===== config.mk =====
export PLATFORM = sky130hd
export DESIGN_NAME = universal_string_hash
export DESIGN_NICKNAME = d
export VERILOG_FILES = /design/src/ush_pkg.sv /design/src/ush_mul.sv /design/src/ush_mod.sv /design/src/universal_string_hash.sv
export SDC_FILE = /design/constraint.sdc
export NUM_CORES = 1
export LEC_CHECK = 0
export BUFFER_PORTS_ARGS = -buffer_cell sky130_fd_sc_hd__buf_2
export CAP_MARGIN = 20
export CORE_MARGIN = 3
export CORE_UTILIZATION = 35
export DETAILED_ROUTE_END_ITERATION = 12
export GPL_TIMING_DRIVEN = 0
export PLACE_DENSITY = 0.62
export SLEW_MARGIN = 15
export SYNTH_ARGS = -nofsm -noshare
export SYNTH_HDL_FRONTEND = slang
export SYNTH_SLANG_ARGS = --single-unit

===== constraint.sdc =====
create_clock -name clk -period 2.65 [get_ports clk]
set_input_delay 0.1325 -clock clk [delete_from_list [all_inputs] [get_ports clk]]
set_output_delay 0.1325 -clock clk [all_outputs]
set_load 0.03 [all_outputs]

===== src/ush_pkg.sv =====
// Shared widths, constants and status type for the universal string hash block.
`default_nettype none

package ush_pkg;

	localparam int CHAR_W  = 8;
	localparam int COEF_W  = 15;
	localparam int HASH_W  = 13;
	localparam int SIZE_W  = 14;
	localparam int PROD_W  = 2 * COEF_W;

	localparam logic [COEF_W-1:0] SEED_COEFF = 15'd31415;
	localparam logic [COEF_W-1:0] MULT_COEFF = 15'd27183;
	localparam logic [SIZE_W-1:0] SIZE_RESET = 14'd5000;
	localparam logic [SIZE_W-1:0] SIZE_MIN   = 14'd2;
	localparam logic [SIZE_W-1:0] SIZE_MAX   = 14'd8192;

	// Status of a serial arithmetic unit.
	typedef struct packed {
		logic busy;
		logic done;
	} ush_stat_t;

endpackage

`default_nettype wire


===== src/ush_mul.sv =====
// Bit-serial shift-and-add multiplier with an added offset, one multiplier bit a cycle.
`default_nettype none

module ush_mul (
	input  wire logic                          clk,
	input  wire logic                          arst_n,
	input  wire logic                          start,
	input  wire logic [ush_pkg::COEF_W-1:0]    mul_a,
	input  wire logic [ush_pkg::COEF_W-1:0]    mul_b,
	input  wire logic [ush_pkg::CHAR_W-1:0]    addend,
	output logic      [ush_pkg::PROD_W-1:0]    product,
	output ush_pkg::ush_stat_t                 stat
);

	localparam int CNT_W = $clog2(ush_pkg::COEF_W);
	localparam logic [CNT_W-1:0] LAST_STEP = CNT_W'(ush_pkg::COEF_W - 1);

	logic [ush_pkg::PROD_W-1:0] mcand_q;
	logic [ush_pkg::COEF_W-1:0] mplier_q;
	logic [ush_pkg::PROD_W-1:0] acc_q;
	logic [CNT_W-1:0]           cnt_q;
	logic                       busy_q;
	logic                       done_q;

	always_ff @(posedge clk or negedge arst_n) begin
		if (!arst_n) begin
			busy_q <= 1'b0;
			done_q <= 1'b0;
			cnt_q  <= '0;
		end else begin
			done_q <= 1'b0;
			if (start) begin
				busy_q <= 1'b1;
				cnt_q  <= '0;
			end else if (busy_q) begin
				cnt_q <= cnt_q + 1'b1;
				if (cnt_q == LAST_STEP) begin
					busy_q <= 1'b0;
					done_q <= 1'b1;
				end
			end
		end
	end

	always_ff @(posedge clk) begin
		if (start) begin
			mcand_q  <= {{(ush_pkg::PROD_W-ush_pkg::COEF_W){1'b0}}, mul_a};
			mplier_q <= mul_b;
			acc_q    <= {{(ush_pkg::PROD_W-ush_pkg::CHAR_W){1'b0}}, addend};
		end else if (busy_q) begin
			if (mplier_q[0]) begin
				acc_q <= acc_q + mcand_q;
			end
			mcand_q  <= {mcand_q[ush_pkg::PROD_W-2:0], 1'b0};
			mplier_q <= {1'b0, mplier_q[ush_pkg::COEF_W-1:1]};
		end
	end

	assign product   = acc_q;
	assign stat.busy = busy_q;
	assign stat.done = done_q;

endmodule

`default_nettype wire


===== src/ush_mod.sv =====
// Bit-serial restoring reduction of a product by a run-time modulus, one dividend bit a cycle.
`default_nettype none

module ush_mod (
	input  wire logic                          clk,
	input  wire logic                          arst_n,
	input  wire logic                          start,
	input  wire logic [ush_pkg::PROD_W-1:0]    dividend,
	input  wire logic [ush_pkg::SIZE_W-1:0]    modulus,
	output logic      [ush_pkg::HASH_W-1:0]    remainder,
	output ush_pkg::ush_stat_t                 stat
);

	localparam int CNT_W = $clog2(ush_pkg::PROD_W);
	localparam logic [CNT_W-1:0] LAST_STEP = CNT_W'(ush_pkg::PROD_W - 1);

	logic [ush_pkg::PROD_W-1:0] dvd_q;
	logic [ush_pkg::SIZE_W-1:0] rem_q;
	logic [ush_pkg::SIZE_W-1:0] mod_q;
	logic [CNT_W-1:0]           cnt_q;
	logic                       busy_q;
	logic                       done_q;
	logic [ush_pkg::SIZE_W:0]   trial;
	logic [ush_pkg::SIZE_W:0]   diff;

	// The partial remainder stays below the modulus, so one subtract suffices.
	// A borrow shows in the top bit of the difference when the trial is below the modulus.
	assign trial = {rem_q, dvd_q[ush_pkg::PROD_W-1]};
	assign diff  = trial - {1'b0, mod_q};

	always_ff @(posedge clk or negedge arst_n) begin
		if (!arst_n) begin
			busy_q <= 1'b0;
			done_q <= 1'b0;
			cnt_q  <= '0;
		end else begin
			done_q <= 1'b0;
			if (start) begin
				busy_q <= 1'b1;
				cnt_q  <= '0;
			end else if (busy_q) begin
				cnt_q <= cnt_q + 1'b1;
				if (cnt_q == LAST_STEP) begin
					busy_q <= 1'b0;
					done_q <= 1'b1;
				end
			end
		end
	end

	always_ff @(posedge clk) begin
		if (start) begin
			dvd_q <= dividend;
			rem_q <= '0;
			mod_q <= modulus;
		end else if (busy_q) begin
			dvd_q <= {dvd_q[ush_pkg::PROD_W-2:0], 1'b0};
			if (!diff[ush_pkg::SIZE_W]) begin
				rem_q <= diff[ush_pkg::SIZE_W-1:0];
			end else begin
				rem_q <= trial[ush_pkg::SIZE_W-1:0];
			end
		end
	end

	assign remainder = rem_q[ush_pkg::HASH_W-1:0];
	assign stat.busy = busy_q;
	assign stat.done = done_q;

endmodule

`default_nettype wire


===== src/universal_string_hash.sv =====
// Top level of the universal string hash: request handshakes, sequencer and serial units.
//
// A key string arrives on the s_axis channel one character per request, the final
// character marked by s_axis_tlast. For every character the coefficient is advanced
// (coefficient * 27183 mod (table size - 1)) and then the character is folded into the
// running hash ((coefficient * hash + character) mod table size). After the final
// character the finished bucket index leaves on the m_axis channel and both values are
// re-seeded for the next key.
// After a character is accepted, s_axis_tready stays low until its hash update is
// done, so no new character is taken before the block is through with the last one;
// for the final character it rises in the same cycle as its result becomes valid.
// The shared bit-serial multiplier and the shared restoring reducer are each used
// twice per character.
// The table size is written through the cfg channel, which is always ready; it is
// clamped into 2..8192 when used and should only be changed while the block is idle.
// Reset restores table size 5000, coefficient 31415 and a zero hash, and empties the
// output register. If the receiver stalls, the result is held in the output register
// and the next key's characters are still accepted; only the completion of a later key
// waits until the held result has been taken.
`default_nettype none

module universal_string_hash (
	input  wire logic        clk,
	input  wire logic        arst_n,
	// cfg_data: table_size [13:0]
	input  wire logic        cfg_valid,
	output logic             cfg_ready,
	input  wire logic [13:0] cfg_data,
	// s_axis_tdata: char_code [7:0]
	input  wire logic        s_axis_tvalid,
	output logic             s_axis_tready,
	input  wire logic [7:0]  s_axis_tdata,
	input  wire logic        s_axis_tlast,
	// m_axis_tdata: hash_value [12:0], zero fill [15:13]
	output logic             m_axis_tvalid,
	input  wire logic        m_axis_tready,
	output logic [15:0]      m_axis_tdata
);

	typedef enum logic [2:0] {
		ST_IDLE,
		ST_COEF_MUL,
		ST_COEF_MOD,
		ST_HASH_MUL,
		ST_HASH_MOD,
		ST_FINISH
	} state_t;

	state_t                         state_q;
	logic [ush_pkg::SIZE_W-1:0]     table_size_q;
	logic [ush_pkg::COEF_W-1:0]     coef_q;
	logic [ush_pkg::HASH_W-1:0]     hash_q;
	logic [ush_pkg::CHAR_W-1:0]     char_q;
	logic                           last_q;
	logic                           out_valid_q;
	logic [ush_pkg::HASH_W-1:0]     out_hash_q;

	logic                           s_accept;
	logic [ush_pkg::SIZE_W-1:0]     eff_size;
	logic                           mul_start;
	logic [ush_pkg::COEF_W-1:0]     mul_a;
	logic [ush_pkg::COEF_W-1:0]     mul_b;
	logic [ush_pkg::CHAR_W-1:0]     mul_addend;
	logic [ush_pkg::PROD_W-1:0]     mul_product;
	ush_pkg::ush_stat_t             mul_stat;
	logic                           mod_start;
	logic [ush_pkg::SIZE_W-1:0]     mod_n;
	logic [ush_pkg::HASH_W-1:0]     mod_rem;
	ush_pkg::ush_stat_t             mod_stat;
	logic                           out_free;

	assign cfg_ready     = 1'b1;
	assign s_axis_tready = (state_q == ST_IDLE) && !mul_stat.busy && !mod_stat.busy;
	assign s_accept      = s_axis_tvalid && s_axis_tready;
	assign out_free      = !out_valid_q || m_axis_tready;

	// Register values outside the supported range are clamped.
	always_comb begin
		if (table_size_q < ush_pkg::SIZE_MIN) begin
			eff_size = ush_pkg::SIZE_MIN;
		end else if (table_size_q > ush_pkg::SIZE_MAX) begin
			eff_size = ush_pkg::SIZE_MAX;
		end else begin
			eff_size = table_size_q;
		end
	end

	// The multiplier first advances the coefficient, then forms coefficient * hash plus
	// the character; the new coefficient is taken straight from the reducer output.
	always_comb begin
		if (state_q == ST_IDLE) begin
			mul_a      = coef_q;
			mul_b      = ush_pkg::MULT_COEFF;
			mul_addend = '0;
		end else begin
			mul_a      = {{(ush_pkg::COEF_W-ush_pkg::HASH_W){1'b0}}, mod_rem};
			mul_b      = {{(ush_pkg::COEF_W-ush_pkg::HASH_W){1'b0}}, hash_q};
			mul_addend = char_q;
		end
	end

	assign mul_start = s_accept || ((state_q == ST_COEF_MOD) && mod_stat.done);
	assign mod_start = mul_stat.done;
	assign mod_n     = (state_q == ST_COEF_MUL) ? (eff_size - 1'b1) : eff_size;

	ush_mul u_mul (
		.clk     (clk),
		.arst_n  (arst_n),
		.start   (mul_start),
		.mul_a   (mul_a),
		.mul_b   (mul_b),
		.addend  (mul_addend),
		.product (mul_product),
		.stat    (mul_stat)
	);

	ush_mod u_mod (
		.clk       (clk),
		.arst_n    (arst_n),
		.start     (mod_start),
		.dividend  (mul_product),
		.modulus   (mod_n),
		.remainder (mod_rem),
		.stat      (mod_stat)
	);

	always_ff @(posedge clk or negedge arst_n) begin
		if (!arst_n) begin
			state_q      <= ST_IDLE;
			table_size_q <= ush_pkg::SIZE_RESET;
			coef_q       <= ush_pkg::SEED_COEFF;
			hash_q       <= '0;
			out_valid_q  <= 1'b0;
		end else begin
			if (cfg_valid && cfg_ready) begin
				table_size_q <= cfg_data;
			end
			// A finished key loads the output register; otherwise a taken result empties it.
			if ((state_q == ST_FINISH) && out_free) begin
				out_valid_q <= 1'b1;
			end else if (out_valid_q && m_axis_tready) begin
				out_valid_q <= 1'b0;
			end
			case (state_q)
				ST_IDLE: begin
					if (s_accept) begin
						state_q <= ST_COEF_MUL;
					end
				end
				ST_COEF_MUL: begin
					if (mul_stat.done) begin
						state_q <= ST_COEF_MOD;
					end
				end
				ST_COEF_MOD: begin
					if (mod_stat.done) begin
						coef_q  <= {{(ush_pkg::COEF_W-ush_pkg::HASH_W){1'b0}}, mod_rem};
						state_q <= ST_HASH_MUL;
					end
				end
				ST_HASH_MUL: begin
					if (mul_stat.done) begin
						state_q <= ST_HASH_MOD;
					end
				end
				ST_HASH_MOD: begin
					if (mod_stat.done) begin
						hash_q  <= mod_rem;
						state_q <= last_q ? ST_FINISH : ST_IDLE;
					end
				end
				ST_FINISH: begin
					// Wait here only while an earlier result is still held.
					if (out_free) begin
						coef_q      <= ush_pkg::SEED_COEFF;
						hash_q      <= '0;
						state_q     <= ST_IDLE;
					end
				end
				default: begin
					state_q <= ST_IDLE;
				end
			endcase
		end
	end

	always_ff @(posedge clk) begin
		if (s_accept) begin
			char_q <= s_axis_tdata;
			last_q <= s_axis_tlast;
		end
		if ((state_q == ST_FINISH) && out_free) begin
			out_hash_q <= hash_q;
		end
	end

	assign m_axis_tvalid = out_valid_q;
	assign m_axis_tdata  = {{(16-ush_pkg::HASH_W){1'b0}}, out_hash_q};

endmodule

`default_nettype wire


==> results of run 1 <==
registers in the layout, summed over array words and instances (netlist names), 3 cells and up:
register and cells:
table_size_q 14, u_mod.dvd_q 30, u_mod.rem_q 14, state_q 3, hash_q 13, u_mul.cnt_q 4, u_mul.product 30, char_q 8
u_mod.mod_q 14, u_mul.mcand_q 30, coef_q 14, u_mul.mplier_q 15, out_hash_q 13, u_mod.cnt_q 5
area by class of cell:
cell class | count | area [um2] | share of cell area (%)
sequential | 213 | 5620 | 41.8
multi-input combinational | 791 | 5440 | 40.4
clock buffer | 34 | 691 | 5.13
timing repair buffer | 91 | 671 | 4.98
tap | 396 | 495 | 3.68
buffer | 53 | 269 | 2.00
inverter | 38 | 143 | 1.06
clock inverter | 14 | 133 | 0.985
placed cells by master (no fill, tap or decap), types with 14 or more instances in the layout:
master         Yosys  final
nand2_1          151    149
edfxtp_1         104    104
nor2_1            99     95
nand3_1           53     52
dfxtp_1           51     48
o21ai_0           53     46
dfrtp_1           43     42
mux2_2            41     41
buf_2              5     41
a21oi_1           46     41
ha_1              48     39
clkbuf_1          37     37
inv_1             38     35
mux2i_1           28     26
clkbuf_16          0     26
dlygate4sd3_1      0     26
xnor2_1           24     24
buf_4              4     23
nor3_1            26     22
a31oi_1           21     20
xor2_1            18     18
dfstp_2           15     15
a211oi_1          16     14
power breakdown:
group	leakage, nW	internal [mW]	switching, mW
Clock	0.402	2.03	1.38
Combinational	2.92	3.84	4.68
Sequential	2.09	5.20	1.06
final timing paths:
path / start / end / slack (ns)
setup / recovery: u_mod.mod_q[0] / u_mod.rem_q[0] / -0.16
hold / removal: cfg_valid / table_size_q[13] / 0.07
setup reg to reg: u_mod.mod_q[0] / u_mod.rem_q[0] / -0.16
hold reg to reg: u_mul.product[19] / u_mul.product[19] / 0.47
max in group asynchronous: arst_n / table_size_q[5] / 1.91
min in group asynchronous: arst_n / table_size_q[11] / 0.22
synthesized netlist by cell type (24+ instances only):
| cell type | instances |
|---|---|
| nand2_1 | 151 |
| edfxtp_1 | 104 |
| nor2_1 | 99 |
| nand3_1 | 53 |
| o21ai_0 | 53 |
| dfxtp_1 | 51 |
| ha_1 | 48 |
| a21oi_1 | 46 |
| dfrtp_1 | 43 |
| mux2_2 | 41 |
| inv_1 | 38 |
| clkbuf_1 | 37 |
| mux2i_1 | 28 |
| nor3_1 | 26 |
| xnor2_1 | 24 |
what timing repair did:
action / in CTS / in global routing
endpoints found under the setup margin: 76 / 128
resized for setup: 28 / 69
setup buffers: 6 / 17
hold endpoints to repair: 68 / 0
pin swaps: 9 / 27
hold buffers: 26 / 0
gates cloned: 1 / 0
layer usage:
layer	track usage [%]	up-vias	part of all wire, %
li1	-	4186	-
met1	21.5	4110	47
met2	25.1	186	46
met3	2.57	55	4.5
met4	4.81	2	2.9
met5	0	-	0.048
worst reg2reg max path, delay by kind of cell, from the launching register on:
family | cells | cell delay [ns]
flops | 1 | 0.43
simple gates | 1 | 0.14
fa+ha+maj | 2 | 0.57
compound gates | 6 | 1.12
mux | 1 | 0.30
buf+inv | 1 | 0.18
cell families (layout without fill, tap and decap cells):
kind of cell	count (synthesis)	in the layout	synth area share, %
other	2	4	0.0674
and+or+nand+nor	404	404	16.6
xor gates and xnor gates	42	42	3.30
muxes	70	70	6.80
DFF	213	213	50.4
buffers and inverters	92	230	3.63
adders and majority gates	50	50	5.75
AOI/OAI and AO/OA	221	221	13.4
==> run metrics, run 1 <==
Yosys cell types=81; area post-placement=11900 um2; Clock Path Buffers=3; CTS Buf Count=26; fmax=0.356 GHz; Post-synth ARST share=27.2%; Post-synth EDFFs=104; fin crit share=106%; first-pass GRT wire length=42600 um; initial antenna violation count=1; Sink Count=213; Skew-Pair Late Insertion Delay=0.55 ns; Slew Limit Fails=0; total die area=34000 um2; total number of vias=8539; final worst slack=-0.161 ns; Routed Antenna Nets=0; CP peak stage delay=0.43 ns; drc violations=0; fillers=2895; CP delay by family, top=compound AO/OA/AOI/OAI gates; FP Rows=64; port bufs=41; Main synth FF type=edfxtp_1; Yosys reg bits=213; largest net degree at the start of global routing=59; core area=31000 um2; Clock Skews=0.0301 ns; layout cells sized above 1=20.3%; Die Ht=184 um; placed insts=1533; post-layout instance area=13500 um2; Initial Util=35.9%; routed vias/inst=5.24; status=complete, but fails checks; sequential cell area fraction in the yosys report=50.4%; setup violators final=11; crit start category=flop; RSZ-0062 raised after global routing=true; Worst path slowest cell=edfxtp_1; WP buf/inv=1; CP endpoint kind=flop; vias in the first global route=8199; GP Congestion=0.913; final wirelength=26800 um; Ant. Diodes=0; worst-margin pin slew=0.865 ns; Avg WL per Cell=16.5 um; WP data required=3.10 ns; PD cells=1350 nW/um2; Pre-antenna DRT Iters=5; Tot Pwr=18.2 mW; failing checks=negative setup slack; Layout Utilization=43.4%; Mean Syn Cell Area=10.2 um2; FF-to-FF path depth=11; area fraction of the dominant cell type after synthesis=28.0%; maxcap violations=0; P&R area growth vs syn=20.8%; die span in x=184 um; area of the mapped netlist=11100 um2; Crit path depth=11; HP Class=in -> reg; Max FO, Critical Path=5; CTS root buf=clkbuf_16; HPWL Detailed=18600 um; Tmin final=2.81 ns; setup TNS=-0.843 ns; WHS=0.0672 ns; worst hold path stage count=2; CTS tree=done; non-filler instance count after layout=1630; number of I/O pins=47; final layout net count=1292; dpl ws=-0.482 ns; Setup CP Type=reg -> reg; Synth area leader=edfxtp_1; Hold Vio Cnt, Final=0; Leakage=5.41 nW; VDD IR-drop max=618 uV; sequence of cells on the critical path=ha_4 > fa_2 > nor2b_4 > o21ai_4 > a21boi_2 > o41ai_4 > o21a_1 > o311ai_4 > buf_6 > mux2_4 > a211oi_2; Mapped Cells=1094; Clk pin slew, worst setup/hold paths=0.06 ns; GR Overflow Total=0; Rel. slew slack=42.3%; main area contributors after synthesis=edfxtp_1, dfrtp_1, dfxtp_1; Max H-tree Level=1; 1st-iter DRT viols=565; GRT Total Usage=15.5%; Yosys warnings=0; Worst Path Arrival=3.26 ns
Note: power is estimated with default switching activity, not from simulation.
==> inputs of run 2 (changes only) <==
--- a/config.mk
+++ b/config.mk
@@ -7,6 +7,7 @@
 export LEC_CHECK = 0
 export BUFFER_PORTS_ARGS = -buffer_cell sky130_fd_sc_hd__buf_2
 export CAP_MARGIN = 20
+export CORE_ASPECT_RATIO = 1.5
 export CORE_MARGIN = 3
 export CORE_UTILIZATION = 35
 export DETAILED_ROUTE_END_ITERATION = 12
==> run 2 against run 1 <==
Effect of this change:
- the run still ends with negative setup slack left
- sequential cell count is the same
- via count about the same
- global-route usage grew 0.55 points
- worst setup slack gained 0.011 ns
- first-iteration DRC count shrank 42%
- wire length up 3.2%
- largest power group unchanged
- highest routed layer is now met4
==> run metrics, run 2 (same netlist as run 1, synthesis figures left out) <==
worst-margin pin slew=0.822 ns (was 0.865 ns); setup violators final=14 (was 11); status=complete, but fails checks (unchanged); die span in x=152 um (was 184 um); Leakage=5.37 nW (was 5.41 nW); Tot Pwr=17.6 mW (was 18.2 mW); area post-placement=11900 um2 (about the same); vias in the first global route=8786 (was 8199); WHS=0.0939 ns (was 0.0672 ns); Max FO, Critical Path=7 (was 5); Skew-Pair Late Insertion Delay=0.51 ns (was 0.55 ns); CTS Buf Count=23 (was 26); wl on met1=10600 um (was 12600 um); VDD IR-drop max=541 uV (was 618 uV); Setup CP Type=reg -> reg (unchanged); setup TNS=-1.53 ns (was -0.843 ns); crit start category=flop (unchanged); Clock Path Buffers=3 (unchanged); met3 wire length=977 um (was 1200 um); non-filler instance count after layout=1634 (was 1630); Clk pin slew, worst setup/hold paths=0.06 ns (about the same); Initial Util=35.7% (was 35.9%); most common cell after layout, fill and taps aside=nand2_1 (unchanged); CP endpoint kind=flop (unchanged); total die area=34000 um2 (about the same); Pre-antenna DRT Iters=5 (unchanged); P&R area growth vs syn=19.7% (was 20.8%); post-layout instance area=13300 um2 (was 13500 um2); WP buf/inv=1 (unchanged); layout cells sized above 1=20.3% (about the same); Routed Antenna Nets=0 (unchanged); final layout net count=1291 (was 1292); initial antenna violation count=0 (was 1); final worst slack=-0.150 ns (was -0.161 ns); fin crit share=106% (about the same); GR Overflow Total=0 (unchanged); commonest non-fill, non-tap cells in the layout=nand2_1, edfxtp_1, nor2_1 (unchanged); WP data required=3.03 ns (was 3.10 ns); Max H-tree Level=1 (unchanged); Crit path depth=11 (unchanged); sequence of cells on the critical path=ha_4 > fa_2 > nor2b_4 > o21ai_2 > a21boi_2 > o41ai_4 > o21a_1 > o311ai_4 > buf_6 > mux2i_2 > a211oi_2 (was ha_4 > fa_2 > nor2b_4 > o21ai_4 > a21boi_2 > o41ai_4 > o21a_1 > o311ai_4 > buf_6 > mux2_4 > a211oi_2); Max Used Layer=met4 (was met5); failing checks=negative setup slack (unchanged); HP Class=in -> reg (unchanged); placed insts=1542 (was 1533); 1st-iter DRT viols=329 (was 565); routed vias/inst=5.23 (was 5.24); CP delay by family, top=compound AO/OA/AOI/OAI gates (unchanged); CTS tree=done (unchanged); Avg WL per Cell=17.0 um (was 16.5 um); FF-to-FF path depth=11 (unchanged); Sink Count=213 (unchanged); routed wl met2=15000 um (was 12200 um); drc violations=0 (unchanged); PD cells=1320 nW/um2 (was 1350 nW/um2); GRT Total Usage=16.1% (was 15.5%); dpl ws=-0.474 ns (was -0.482 ns); Rel. slew slack=45.2% (was 42.3%); RSZ-0062 raised after global routing=true (unchanged); Worst path slowest cell=edfxtp_1 (unchanged); Die Ht=224 um (was 184 um); number of I/O pins=47 (unchanged); total number of vias=8541 (was 8539); Tmin final=2.80 ns (was 2.81 ns); CP peak stage delay=0.43 ns (about the same); Worst Path Arrival=3.18 ns (was 3.26 ns); HPWL Detailed=19800 um (was 18600 um); fmax=0.357 GHz (was 0.356 GHz); Ant. Diodes=0 (unchanged); Slew Limit Fails=0 (unchanged); worst hold path stage count=2 (unchanged); final wirelength=27700 um (was 26800 um); largest net degree at the start of global routing=59 (unchanged); first-pass GRT wire length=44100 um (was 42600 um); FP Rows=79 (was 64); maxcap violations=0 (unchanged); core area=31200 um2 (was 31000 um2); Hold Vio Cnt, Final=0 (unchanged); CTS root buf=clkbuf_16 (unchanged); fillers=3047 (was 2895); port bufs=41 (unchanged); Clock Skews=0.0124 ns (was 0.0301 ns); Layout Utilization=42.7% (was 43.4%); GP Congestion=0.891 (was 0.913)
==> run 2: cell type report <==
type | count | area, um2 | share of cell area, %
inverters | 38 | 143 | 1.07
plain buffers | 54 | 282 | 2.11
well taps | 405 | 507 | 3.80
repair buffers | 92 | 663 | 4.97
flip-flops and latches | 213 | 5620 | 42.2
multi-input cells | 791 | 5400 | 40.5
clock buffers | 34 | 677 | 5.08
clock inverters | 7 | 37.5 | 0.282
==> run 2: report_power, final <==
part	total (mW)	switching (mW)	internal, mW
Clock	3.06	1.30	1.76
Sequential	6.26	1.07	5.19
Combinational	8.31	4.63	3.68
Total	17.6	6.99	10.6
==> run 2: path summary, 6_finish.rpt <==
path,start,end,slack (ns)
max in group asynchronous,arst_n,u_mul.done_q,1.82
worst max register to register,u_mod.mod_q[0],u_mod.rem_q[8],-0.15
worst min-delay path,cfg_valid,table_size_q[2],0.09
worst min register to register,u_mul.product[18],u_mul.product[18],0.47
min in group asynchronous,arst_n,table_size_q[10],0.25
worst max-delay path,u_mod.mod_q[0],u_mod.rem_q[8],-0.15
==> run 2: worst reg2reg max path, stage by stage (launching register included) <==
cell and delay (ns):
edfxtp_1 0.43, ha_4 0.19, fa_2 0.36, nor2b_4 0.12
o21ai_2 0.07, a21boi_2 0.22, o41ai_4 0.11, o21a_1 0.24
o311ai_4 0.43, buf_6 0.21, mux2i_2 0.22, a211oi_2 0.08
==> run 2: what timing repair did <==
item,4_1_cts,5_1_grt
pin swaps,15,32
setup buffers,11,13
gates cloned,1,0
resized for setup,39,43
setup endpoints to repair,164,107
hold endpoints to repair,68,0
hold buffers,26,0
==> run 2: per-layer routing <==
metal  GRT usage, %  vias to the layer above
met1           17.1                     4137
met3           2.40                       67
li1               -                     4177
met2           31.1                      160
met4           6.24                        0
met5              0                        -
